[config.mk]
export PLATFORM = sky130hd
export DESIGN_NAME = modulo_hash_table
export DESIGN_NICKNAME = d
export VERILOG_FILES = /design/src/rtl/mht_pkg.sv /design/src/rtl/mht_ram.sv /design/src/rtl/mht_mod.sv /design/src/rtl/modulo_hash_table.sv
export SDC_FILE = /design/constraint.sdc
export NUM_CORES = 2
export LEC_CHECK = 0
export BUFFER_PORTS_ARGS = -buffer_cell sky130_fd_sc_hd__buf_2
export CAP_MARGIN = 20
export CORE_MARGIN = 10
export CORE_UTILIZATION = 45
export DETAILED_ROUTE_END_ITERATION = 16
export MAX_ROUTING_LAYER = met4
export SETUP_SLACK_MARGIN = 0.5
export SLEW_MARGIN = 20
export SYNTH_ARGS = -nofsm -noshare
export SYNTH_HDL_FRONTEND = slang
export SYNTH_SLANG_ARGS = --single-unit
[constraint.sdc]
create_clock -name clk -period 9.81 [get_ports clk]
set_input_delay 1.962 -clock clk [delete_from_list [all_inputs] [get_ports clk]]
set_output_delay 1.962 -clock clk [all_outputs]
set_load 0.02 [all_outputs]
[src/rtl/mht_pkg.sv]
package mht_pkg;

    localparam int KEY_W       = 31;
    localparam int VAL_W       = 64;
    localparam int STATUS_W    = 3;
    localparam int BUCKETS_DEF = 16;
    localparam int WAYS_DEF    = 4;

    typedef enum logic [STATUS_W-1:0] {
        STATUS_INSERTED  = 3'd0,
        STATUS_UPDATED   = 3'd1,
        STATUS_REMOVED   = 3'd2,
        STATUS_NOT_FOUND = 3'd3,
        STATUS_FULL      = 3'd4
    } status_t;

    typedef enum logic {
        OP_INSERT = 1'b0,
        OP_REMOVE = 1'b1
    } op_t;

    typedef enum logic [2:0] {
        ST_CLEAR,
        ST_IDLE,
        ST_HASH,
        ST_SCAN,
        ST_DRAIN,
        ST_WRITE
    } state_t;

    typedef struct packed {
        logic             operation;
        logic [KEY_W-1:0] key;
        logic [VAL_W-1:0] value;
    } req_t;

    typedef struct packed {
        logic [STATUS_W-1:0] status;
        logic                table_empty;
    } rsp_t;

endpackage

[src/rtl/mht_ram.sv]
module mht_ram #(
    parameter int WIDTH = 8,
    parameter int DEPTH = 16
) (
    input  logic                     clk,
    input  logic                     wr_en,
    input  logic [$clog2(DEPTH)-1:0] wr_addr,
    input  logic [WIDTH-1:0]         wr_data,
    input  logic [$clog2(DEPTH)-1:0] rd_addr,
    output logic [WIDTH-1:0]         rd_data
);

    logic [WIDTH-1:0] mem [DEPTH];

    always_ff @(posedge clk)
    begin
        if (wr_en)
        begin
            mem[wr_addr] <= wr_data;
        end
        rd_data <= mem[rd_addr];
    end

endmodule

[src/rtl/mht_mod.sv]
module mht_mod #(
    parameter int BUCKETS = mht_pkg::BUCKETS_DEF
) (
    input  logic                       clk,
    input  logic                       rst_n,
    input  logic                       start,
    input  logic [mht_pkg::KEY_W-1:0]  key,
    output logic                       done,
    output logic [$clog2(BUCKETS)-1:0] rem
);

    localparam int RW     = $clog2(BUCKETS);
    localparam int KEY_W  = mht_pkg::KEY_W;
    localparam int MUL_W  = KEY_W + 1;
    localparam int PROD_W = KEY_W + MUL_W;
    localparam int SHIFT  = KEY_W + RW;
    localparam logic [63:0]      NUMER = 64'd1 << SHIFT;
    localparam logic [63:0]      RECIP = (NUMER + 64'(BUCKETS) - 64'd1) / 64'(BUCKETS);
    localparam logic [MUL_W-1:0] MUL   = MUL_W'(RECIP);
    localparam logic [RW-1:0]    BK_LO = RW'(BUCKETS);

    logic              load_reg;
    logic              mul_reg;
    logic              done_reg;
    logic [KEY_W-1:0]  key_reg;
    logic [PROD_W-1:0] prod_reg;
    logic [RW-1:0]     rem_reg;
    logic [RW-1:0]     quo_lo;

    // quotient by rounded-up reciprocal, remainder needs only its low bits
    assign quo_lo = prod_reg[SHIFT +: RW];

    always_ff @(posedge clk or negedge rst_n)
    begin
        if (!rst_n)
        begin
            load_reg <= 1'b0;
            mul_reg  <= 1'b0;
            done_reg <= 1'b0;
        end
        else
        begin
            load_reg <= start;
            mul_reg  <= load_reg;
            done_reg <= mul_reg;
        end
    end

    always_ff @(posedge clk)
    begin
        if (start)
        begin
            key_reg <= key;
        end
        if (load_reg)
        begin
            prod_reg <= PROD_W'(key_reg) * PROD_W'(MUL);
        end
        if (mul_reg)
        begin
            rem_reg <= key_reg[RW-1:0] - quo_lo * BK_LO;
        end
    end

    assign done = done_reg;
    assign rem  = rem_reg;

endmodule

[src/rtl/modulo_hash_table.sv]
// channel  dir  signals                      beat
// req      in   req_valid req_ready req      operation, key, value
// rsp      out  rsp_valid rsp_ready rsp      status, table_empty
//
// one beat at a time: req_ready is high only in idle, so a new beat waits for the final write
// the remainder unit registers the key, a reciprocal multiply and a low-bit reduce, then the ways
// of the bucket are read from the key store one per cycle, plus a drain state for the last read
// after reset a clearing pass over all BUCKETS*WAYS slots runs with req_ready low
// a waiting response holds the final write until rsp_ready frees the output
module modulo_hash_table #(
    parameter int BUCKETS = mht_pkg::BUCKETS_DEF,
    parameter int WAYS    = mht_pkg::WAYS_DEF
) (
    input  logic          clk,
    input  logic          rst_n,
    input  logic          req_valid,
    output logic          req_ready,
    input  mht_pkg::req_t req,
    output logic          rsp_valid,
    input  logic          rsp_ready,
    output mht_pkg::rsp_t rsp
);

    localparam int SLOTS  = BUCKETS * WAYS;
    localparam int SLOT_W = $clog2(SLOTS);
    localparam int WAY_W  = (WAYS > 1) ? $clog2(WAYS) : 1;
    localparam int RW     = $clog2(BUCKETS);
    localparam int CNT_W  = $clog2(SLOTS + 1);
    localparam int KEY_W  = mht_pkg::KEY_W;
    localparam int VAL_W  = mht_pkg::VAL_W;
    localparam logic [SLOT_W-1:0] SLOT_LAST = SLOT_W'(SLOTS - 1);
    localparam logic [SLOT_W-1:0] WAYS_S    = SLOT_W'(WAYS);
    localparam logic [WAY_W-1:0]  WAY_LAST  = WAY_W'(WAYS - 1);

    mht_pkg::state_t state_reg;
    mht_pkg::state_t state_next;

    logic [SLOT_W-1:0] clr_reg;
    logic [WAY_W-1:0]  way_reg;
    logic [WAY_W-1:0]  chk_way_reg;
    logic              match_reg;
    logic [WAY_W-1:0]  match_way_reg;
    logic              free_reg;
    logic [WAY_W-1:0]  free_way_reg;
    logic [CNT_W-1:0]  cnt_reg;
    logic [CNT_W-1:0]  cnt_next;
    logic              op_reg;
    logic [KEY_W-1:0]  key_reg;
    logic [VAL_W-1:0]  val_reg;
    logic              rsp_valid_reg;
    mht_pkg::rsp_t     rsp_reg;

    logic              mod_start;
    logic              mod_done;
    logic [RW-1:0]     bucket;
    logic              check_en;
    logic              fire;
    logic              entry_hit;
    logic [KEY_W:0]    key_rd;
    logic [SLOT_W-1:0] base;
    logic [SLOT_W-1:0] rd_addr;
    logic              key_wr_en;
    logic [SLOT_W-1:0] key_wr_addr;
    logic [KEY_W:0]    key_wr_data;
    logic              val_wr_en;
    logic [SLOT_W-1:0] hit_slot;
    logic [SLOT_W-1:0] free_slot;
    mht_pkg::status_t  status;

    mht_mod #(
        .BUCKETS (BUCKETS)
    ) u_mod (
        .clk   (clk),
        .rst_n (rst_n),
        .start (mod_start),
        .key   (req.key),
        .done  (mod_done),
        .rem   (bucket)
    );

    // key store entry: valid bit above the key
    mht_ram #(
        .WIDTH (KEY_W + 1),
        .DEPTH (SLOTS)
    ) u_key_ram (
        .clk     (clk),
        .wr_en   (key_wr_en),
        .wr_addr (key_wr_addr),
        .wr_data (key_wr_data),
        .rd_addr (rd_addr),
        .rd_data (key_rd)
    );

    mht_ram #(
        .WIDTH (VAL_W),
        .DEPTH (SLOTS)
    ) u_val_ram (
        .clk     (clk),
        .wr_en   (val_wr_en),
        .wr_addr (match_reg ? hit_slot : free_slot),
        .wr_data (val_reg),
        .rd_addr (hit_slot),
        .rd_data ()
    );

    assign base      = SLOT_W'(bucket) * WAYS_S;
    assign rd_addr   = base + SLOT_W'(way_reg);
    assign hit_slot  = base + SLOT_W'(match_way_reg);
    assign free_slot = base + SLOT_W'(free_way_reg);
    assign entry_hit = key_rd[KEY_W] && (key_rd[KEY_W-1:0] == key_reg);

    // next state
    always_comb
    begin
        state_next = state_reg;
        unique case (state_reg)
            mht_pkg::ST_CLEAR:
            begin
                if (clr_reg == SLOT_LAST)
                begin
                    state_next = mht_pkg::ST_IDLE;
                end
            end
            mht_pkg::ST_IDLE:
            begin
                if (req_valid)
                begin
                    state_next = mht_pkg::ST_HASH;
                end
            end
            mht_pkg::ST_HASH:
            begin
                if (mod_done)
                begin
                    state_next = mht_pkg::ST_SCAN;
                end
            end
            mht_pkg::ST_SCAN:
            begin
                if (way_reg == WAY_LAST)
                begin
                    state_next = mht_pkg::ST_DRAIN;
                end
            end
            mht_pkg::ST_DRAIN:
            begin
                state_next = mht_pkg::ST_WRITE;
            end
            mht_pkg::ST_WRITE:
            begin
                if (!rsp_valid_reg || rsp_ready)
                begin
                    state_next = mht_pkg::ST_IDLE;
                end
            end
            default:
            begin
                state_next = mht_pkg::ST_IDLE;
            end
        endcase
    end

    // outputs
    always_comb
    begin
        req_ready   = 1'b0;
        mod_start   = 1'b0;
        check_en    = 1'b0;
        fire        = 1'b0;
        key_wr_en   = 1'b0;
        key_wr_addr = clr_reg;
        key_wr_data = '0;
        val_wr_en   = 1'b0;
        cnt_next    = cnt_reg;
        if (op_reg == mht_pkg::OP_INSERT)
        begin
            status = match_reg ? mht_pkg::STATUS_UPDATED
                   : (free_reg ? mht_pkg::STATUS_INSERTED : mht_pkg::STATUS_FULL);
        end
        else
        begin
            status = match_reg ? mht_pkg::STATUS_REMOVED : mht_pkg::STATUS_NOT_FOUND;
        end
        unique case (state_reg)
            mht_pkg::ST_CLEAR:
            begin
                key_wr_en = 1'b1;
            end
            mht_pkg::ST_IDLE:
            begin
                req_ready = 1'b1;
                mod_start = req_valid;
            end
            mht_pkg::ST_HASH:
            begin
            end
            mht_pkg::ST_SCAN:
            begin
                check_en = (way_reg != '0);
            end
            mht_pkg::ST_DRAIN:
            begin
                check_en = 1'b1;
            end
            mht_pkg::ST_WRITE:
            begin
                fire = !rsp_valid_reg || rsp_ready;
                if (op_reg == mht_pkg::OP_INSERT)
                begin
                    val_wr_en   = fire && (match_reg || free_reg);
                    key_wr_en   = fire && !match_reg && free_reg;
                    key_wr_addr = free_slot;
                    key_wr_data = {1'b1, key_reg};
                    if (!match_reg && free_reg)
                    begin
                        cnt_next = cnt_reg + CNT_W'(1);
                    end
                end
                else
                begin
                    key_wr_en   = fire && match_reg;
                    key_wr_addr = hit_slot;
                    key_wr_data = {1'b0, key_reg};
                    if (match_reg && (cnt_reg != '0))
                    begin
                        cnt_next = cnt_reg - CNT_W'(1);
                    end
                end
            end
            default:
            begin
            end
        endcase
    end

    always_ff @(posedge clk or negedge rst_n)
    begin
        if (!rst_n)
        begin
            state_reg     <= mht_pkg::ST_CLEAR;
            clr_reg       <= '0;
            way_reg       <= '0;
            chk_way_reg   <= '0;
            match_reg     <= 1'b0;
            match_way_reg <= '0;
            free_reg      <= 1'b0;
            free_way_reg  <= '0;
            cnt_reg       <= '0;
            rsp_valid_reg <= 1'b0;
        end
        else
        begin
            state_reg   <= state_next;
            chk_way_reg <= way_reg;
            if (state_reg == mht_pkg::ST_CLEAR)
            begin
                clr_reg <= clr_reg + SLOT_W'(1);
            end
            if (state_reg == mht_pkg::ST_SCAN && way_reg != WAY_LAST)
            begin
                way_reg <= way_reg + WAY_W'(1);
            end
            else
            begin
                way_reg <= '0;
            end
            if (mod_start)
            begin
                match_reg <= 1'b0;
                free_reg  <= 1'b0;
            end
            else if (check_en)
            begin
                if (entry_hit && !match_reg)
                begin
                    match_reg     <= 1'b1;
                    match_way_reg <= chk_way_reg;
                end
                if (!key_rd[KEY_W] && !free_reg)
                begin
                    free_reg     <= 1'b1;
                    free_way_reg <= chk_way_reg;
                end
            end
            if (fire)
            begin
                cnt_reg       <= cnt_next;
                rsp_valid_reg <= 1'b1;
            end
            else if (rsp_ready)
            begin
                rsp_valid_reg <= 1'b0;
            end
        end
    end

    always_ff @(posedge clk)
    begin
        if (mod_start)
        begin
            op_reg  <= req.operation;
            key_reg <= req.key;
            val_reg <= req.value;
        end
        if (fire)
        begin
            rsp_reg.status      <= status;
            rsp_reg.table_empty <= (cnt_next == '0);
        end
    end

    assign rsp_valid = rsp_valid_reg;
    assign rsp       = rsp_reg;

    a_accept_to_hash: assert property (@(posedge clk) disable iff (!rst_n)
        req_valid && req_ready |=> state_reg == mht_pkg::ST_HASH)
        else $error("accepted beat did not start the remainder unit");

    a_done_in_hash: assert property (@(posedge clk) disable iff (!rst_n)
        mod_done |-> state_reg == mht_pkg::ST_HASH)
        else $error("remainder done outside hash phase");

    a_count_bound: assert property (@(posedge clk) disable iff (!rst_n)
        cnt_reg <= CNT_W'(SLOTS))
        else $error("entry count above slot count");

    a_insert_count: assert property (@(posedge clk) disable iff (!rst_n)
        fire && status == mht_pkg::STATUS_INSERTED |=> cnt_reg == $past(cnt_reg) + CNT_W'(1))
        else $error("insert did not bump entry count");

    a_no_rsp_in_clear: assert property (@(posedge clk) disable iff (!rst_n)
        state_reg == mht_pkg::ST_CLEAR |-> !rsp_valid_reg && !req_ready)
        else $error("handshake active during clearing pass");

endmodule
==> metrics.txt <==
status=finished, final reports clean; area delta synth->final=13.0%; Yosys top cell area share=0.762; die area=200000 sq um; fin crit period=4840 ps; largest net degree at the start of global routing=113; vias in the first global route=39100; Lkg Pwr=30.6 nW; sequential fraction of the synthesis area=0.779; initial antenna violation count=9; Layout Utilization=0.513; Final Hold Viols=0; Clk network pwr share=0.379; via count=38500; Core Box Area=181000 sq um; 1st-iter DRT viols=4385; Ports=106; H-tree depth=4; mapped cell area=82200 sq um; Worst-Margin Slew=1130 ps; worst setup path class=reg -> reg; total wire length=207000 microns; all-layer global routing usage=0.213; cell taking the most area after synthesis=edfxtp_1; prevailing post-synth register cell=edfxtp_1; Cell Rows=156; clk_lat worst skew=840 ps; Yosys cell types=64; placed wire-length estimate=112000 microns; syn_nets=3721; most frequent cells in the layout=edfxtp_1 (2088), mux4_2 (557), clkbuf_16 (217); Crit. End Element=flip-flop; yosys warns=0; Clock Sinks=2150; routability cong.=0.978; ANT nets after route=0; Worst EP arrival=5330 ps; Maximum Capacitance Violations=0; Post-CTS Setup Inserts=0; Residual DRC=0; worst hold path class=reg -> reg; Mean Syn Cell Area=22.8 sq um; Net Sw Frac=0.250; first-pass detailed-route iteration total=5; CTS tree=yes; clk buf depth=3; Synth Register Bits=2150; drt wl/cell=32.5 microns; commonest non-fill, non-tap cell in the layout=edfxtp_1; worst hold slack=350 ps; Fmax=206 MHz; pwr/cell area=226 nW/um^2; IO Port Bufs=41; GR Overflow Total=0; Final period util=0.494; Initial Util=0.454; Num CTS Buffers=213; setup violators final=0; worst-path maximum fanout=41; post-placement cell count=5972; Die X=447 microns; non-filler cells, final=6371; async set-or-reset flop fraction in the synthesized netlist=0.0140; Reg power frac=0.491; worst-case vdd ir drop=162 uV; nets@finish=3924; RSZ-0062 raised after global routing=no; Gate Count Post-Synth=3614; max-slew violations=0; die height=447 microns; number of flip-flops in the largest register=2048; combinational fraction of design power=0.130; Critical Path RT=10300 ps; root cell of the clock tree=clkbuf_16; Post-synth EDFFs=2088; layout cells sized above 1=0.287; CTS Hold Bufs=0; top cells by area, synth=edfxtp_1 (76%), mux4_2 (15%), mux2i_1 (1.2%); Fin Setup TNS=0 ps; Resize count post-CTS=0; worst slew margin relative to its limit=0.247; Sw Pwr=5.26 mW; Startpoint Class=flip-flop; first-pass GRT wire length=295000 microns; clock-pin slew on the worst setup and hold paths=60 ps; P_int=15.8 mW; Final Skew=42.2 ps; Via density=6.04
## area by class of cell
cell class / count / area, sq um
timing repair buffer: 174 / 1240
clock inverter: 120 / 1140
multi-input combinational: 1264 / 17700
fill: 13900 / 88400
clock buffer: 271 / 5670
inverter: 14 / 57.6
antenna: 8 / 20.0
tap: 2370 / 2970
sequential: 2150 / 64100
## path summary, 6_finish.rpt
kind	end	depth (start not counted)	start	slack, ps
max in group asynchronous	way_reg[1]$_DFF_PN0_	1	rst_n	8030
worst max register to register	u_key_ram.mem[52][3]$_DFFE_PP_	6	state_reg[2]$_DFFE_PN0P_	4970
worst max-delay path	u_key_ram.mem[52][3]$_DFFE_PP_	6	state_reg[2]$_DFFE_PN0P_	4970
worst min register to register	u_mod.mul_reg$_DFF_PN0_	0	u_mod.load_reg$_DFF_PN0_	350
min in group asynchronous	cnt_reg[0]$_DFFE_PN0P_	1	rst_n	1200
worst min-delay path	u_mod.mul_reg$_DFF_PN0_	0	u_mod.load_reg$_DFF_PN0_	350
## through the flow
stage | setup WS [ps] | area [sq um] | total power [mW]
after floorplan | 5200 | 82200 | 12.4
after global placement | 4440 | 86100 | 13.3
after detailed placement | 4400 | 86100 | 13.3
after CTS | 5070 | 92900 | 21.2
after global routing | 4790 | 92900 | 21.7
final | 4970 | 92900 | 21.0
## power groups by stage
| stage | combinational (mW) | sequential (mW) | clock (mW) |
|---|---|---|---|
| after detailed placement | 2.79 | 10.5 | 0 |
| final | 2.74 | 10.3 | 7.97 |
| after global routing | 2.90 | 10.3 | 8.48 |
| after CTS | 2.79 | 10.3 | 8.11 |
| after floorplan | 2.01 | 10.4 | 0 |
| after global placement | 2.78 | 10.5 | 0 |
## Yosys cell counts (3+ instances only)
cell type,n
edfxtp_1,2088
mux4_2,557
nor2_1,106
mux2i_1,101
nand2_1,94
clkbuf_1,82
a22oi_1,65
buf_2,45
buf_4,41
and2_1,37
o21ai_0,37
a21oi_1,36
xnor2_1,33
dfxtp_1,32
dfrtp_1,30
o22ai_1,25
buf_1,16
o221ai_1,16
nor2b_1,15
inv_1,11
nand3_1,10
nand4_1,10
nor3_1,10
a211oi_1,8
xor2_1,8
a31oi_1,7
ha_1,7
nand2b_1,7
nand3b_1,7
mux2_2,6
a221oi_1,5
nor4_1,5
a21boi_0,4
o211ai_1,4
a311o_1,3
and3_1,3
inv_2,3
o31ai_1,3
## cell families after synthesis
group,synth area share
buf+inv,0.0119
xor+xnor,0.00437
simple gates,0.0183
fa+ha+maj,0.00106
mux,0.166
flops,0.779
compound gates,0.0194
## worst max-delay path, cell delays in order (launching register included)
cell and delay, ps:
dfrtp_1 590, and3b_2 920, o211ai_1 530, a21boi_0 540, nand2_1 660, nor2_4 750
buf_4 450
## per-layer routing
layer,share of wire,global-route usage,vias to the layer above
met4,0.032,0.0669,0
li1,-,-,15700
met5,0,-,-
met2,0.48,0.331,1586
met1,0.41,0.287,20900
met3,0.077,0.0408,308
No activity file was read; power rests on OpenSTA's default activity.
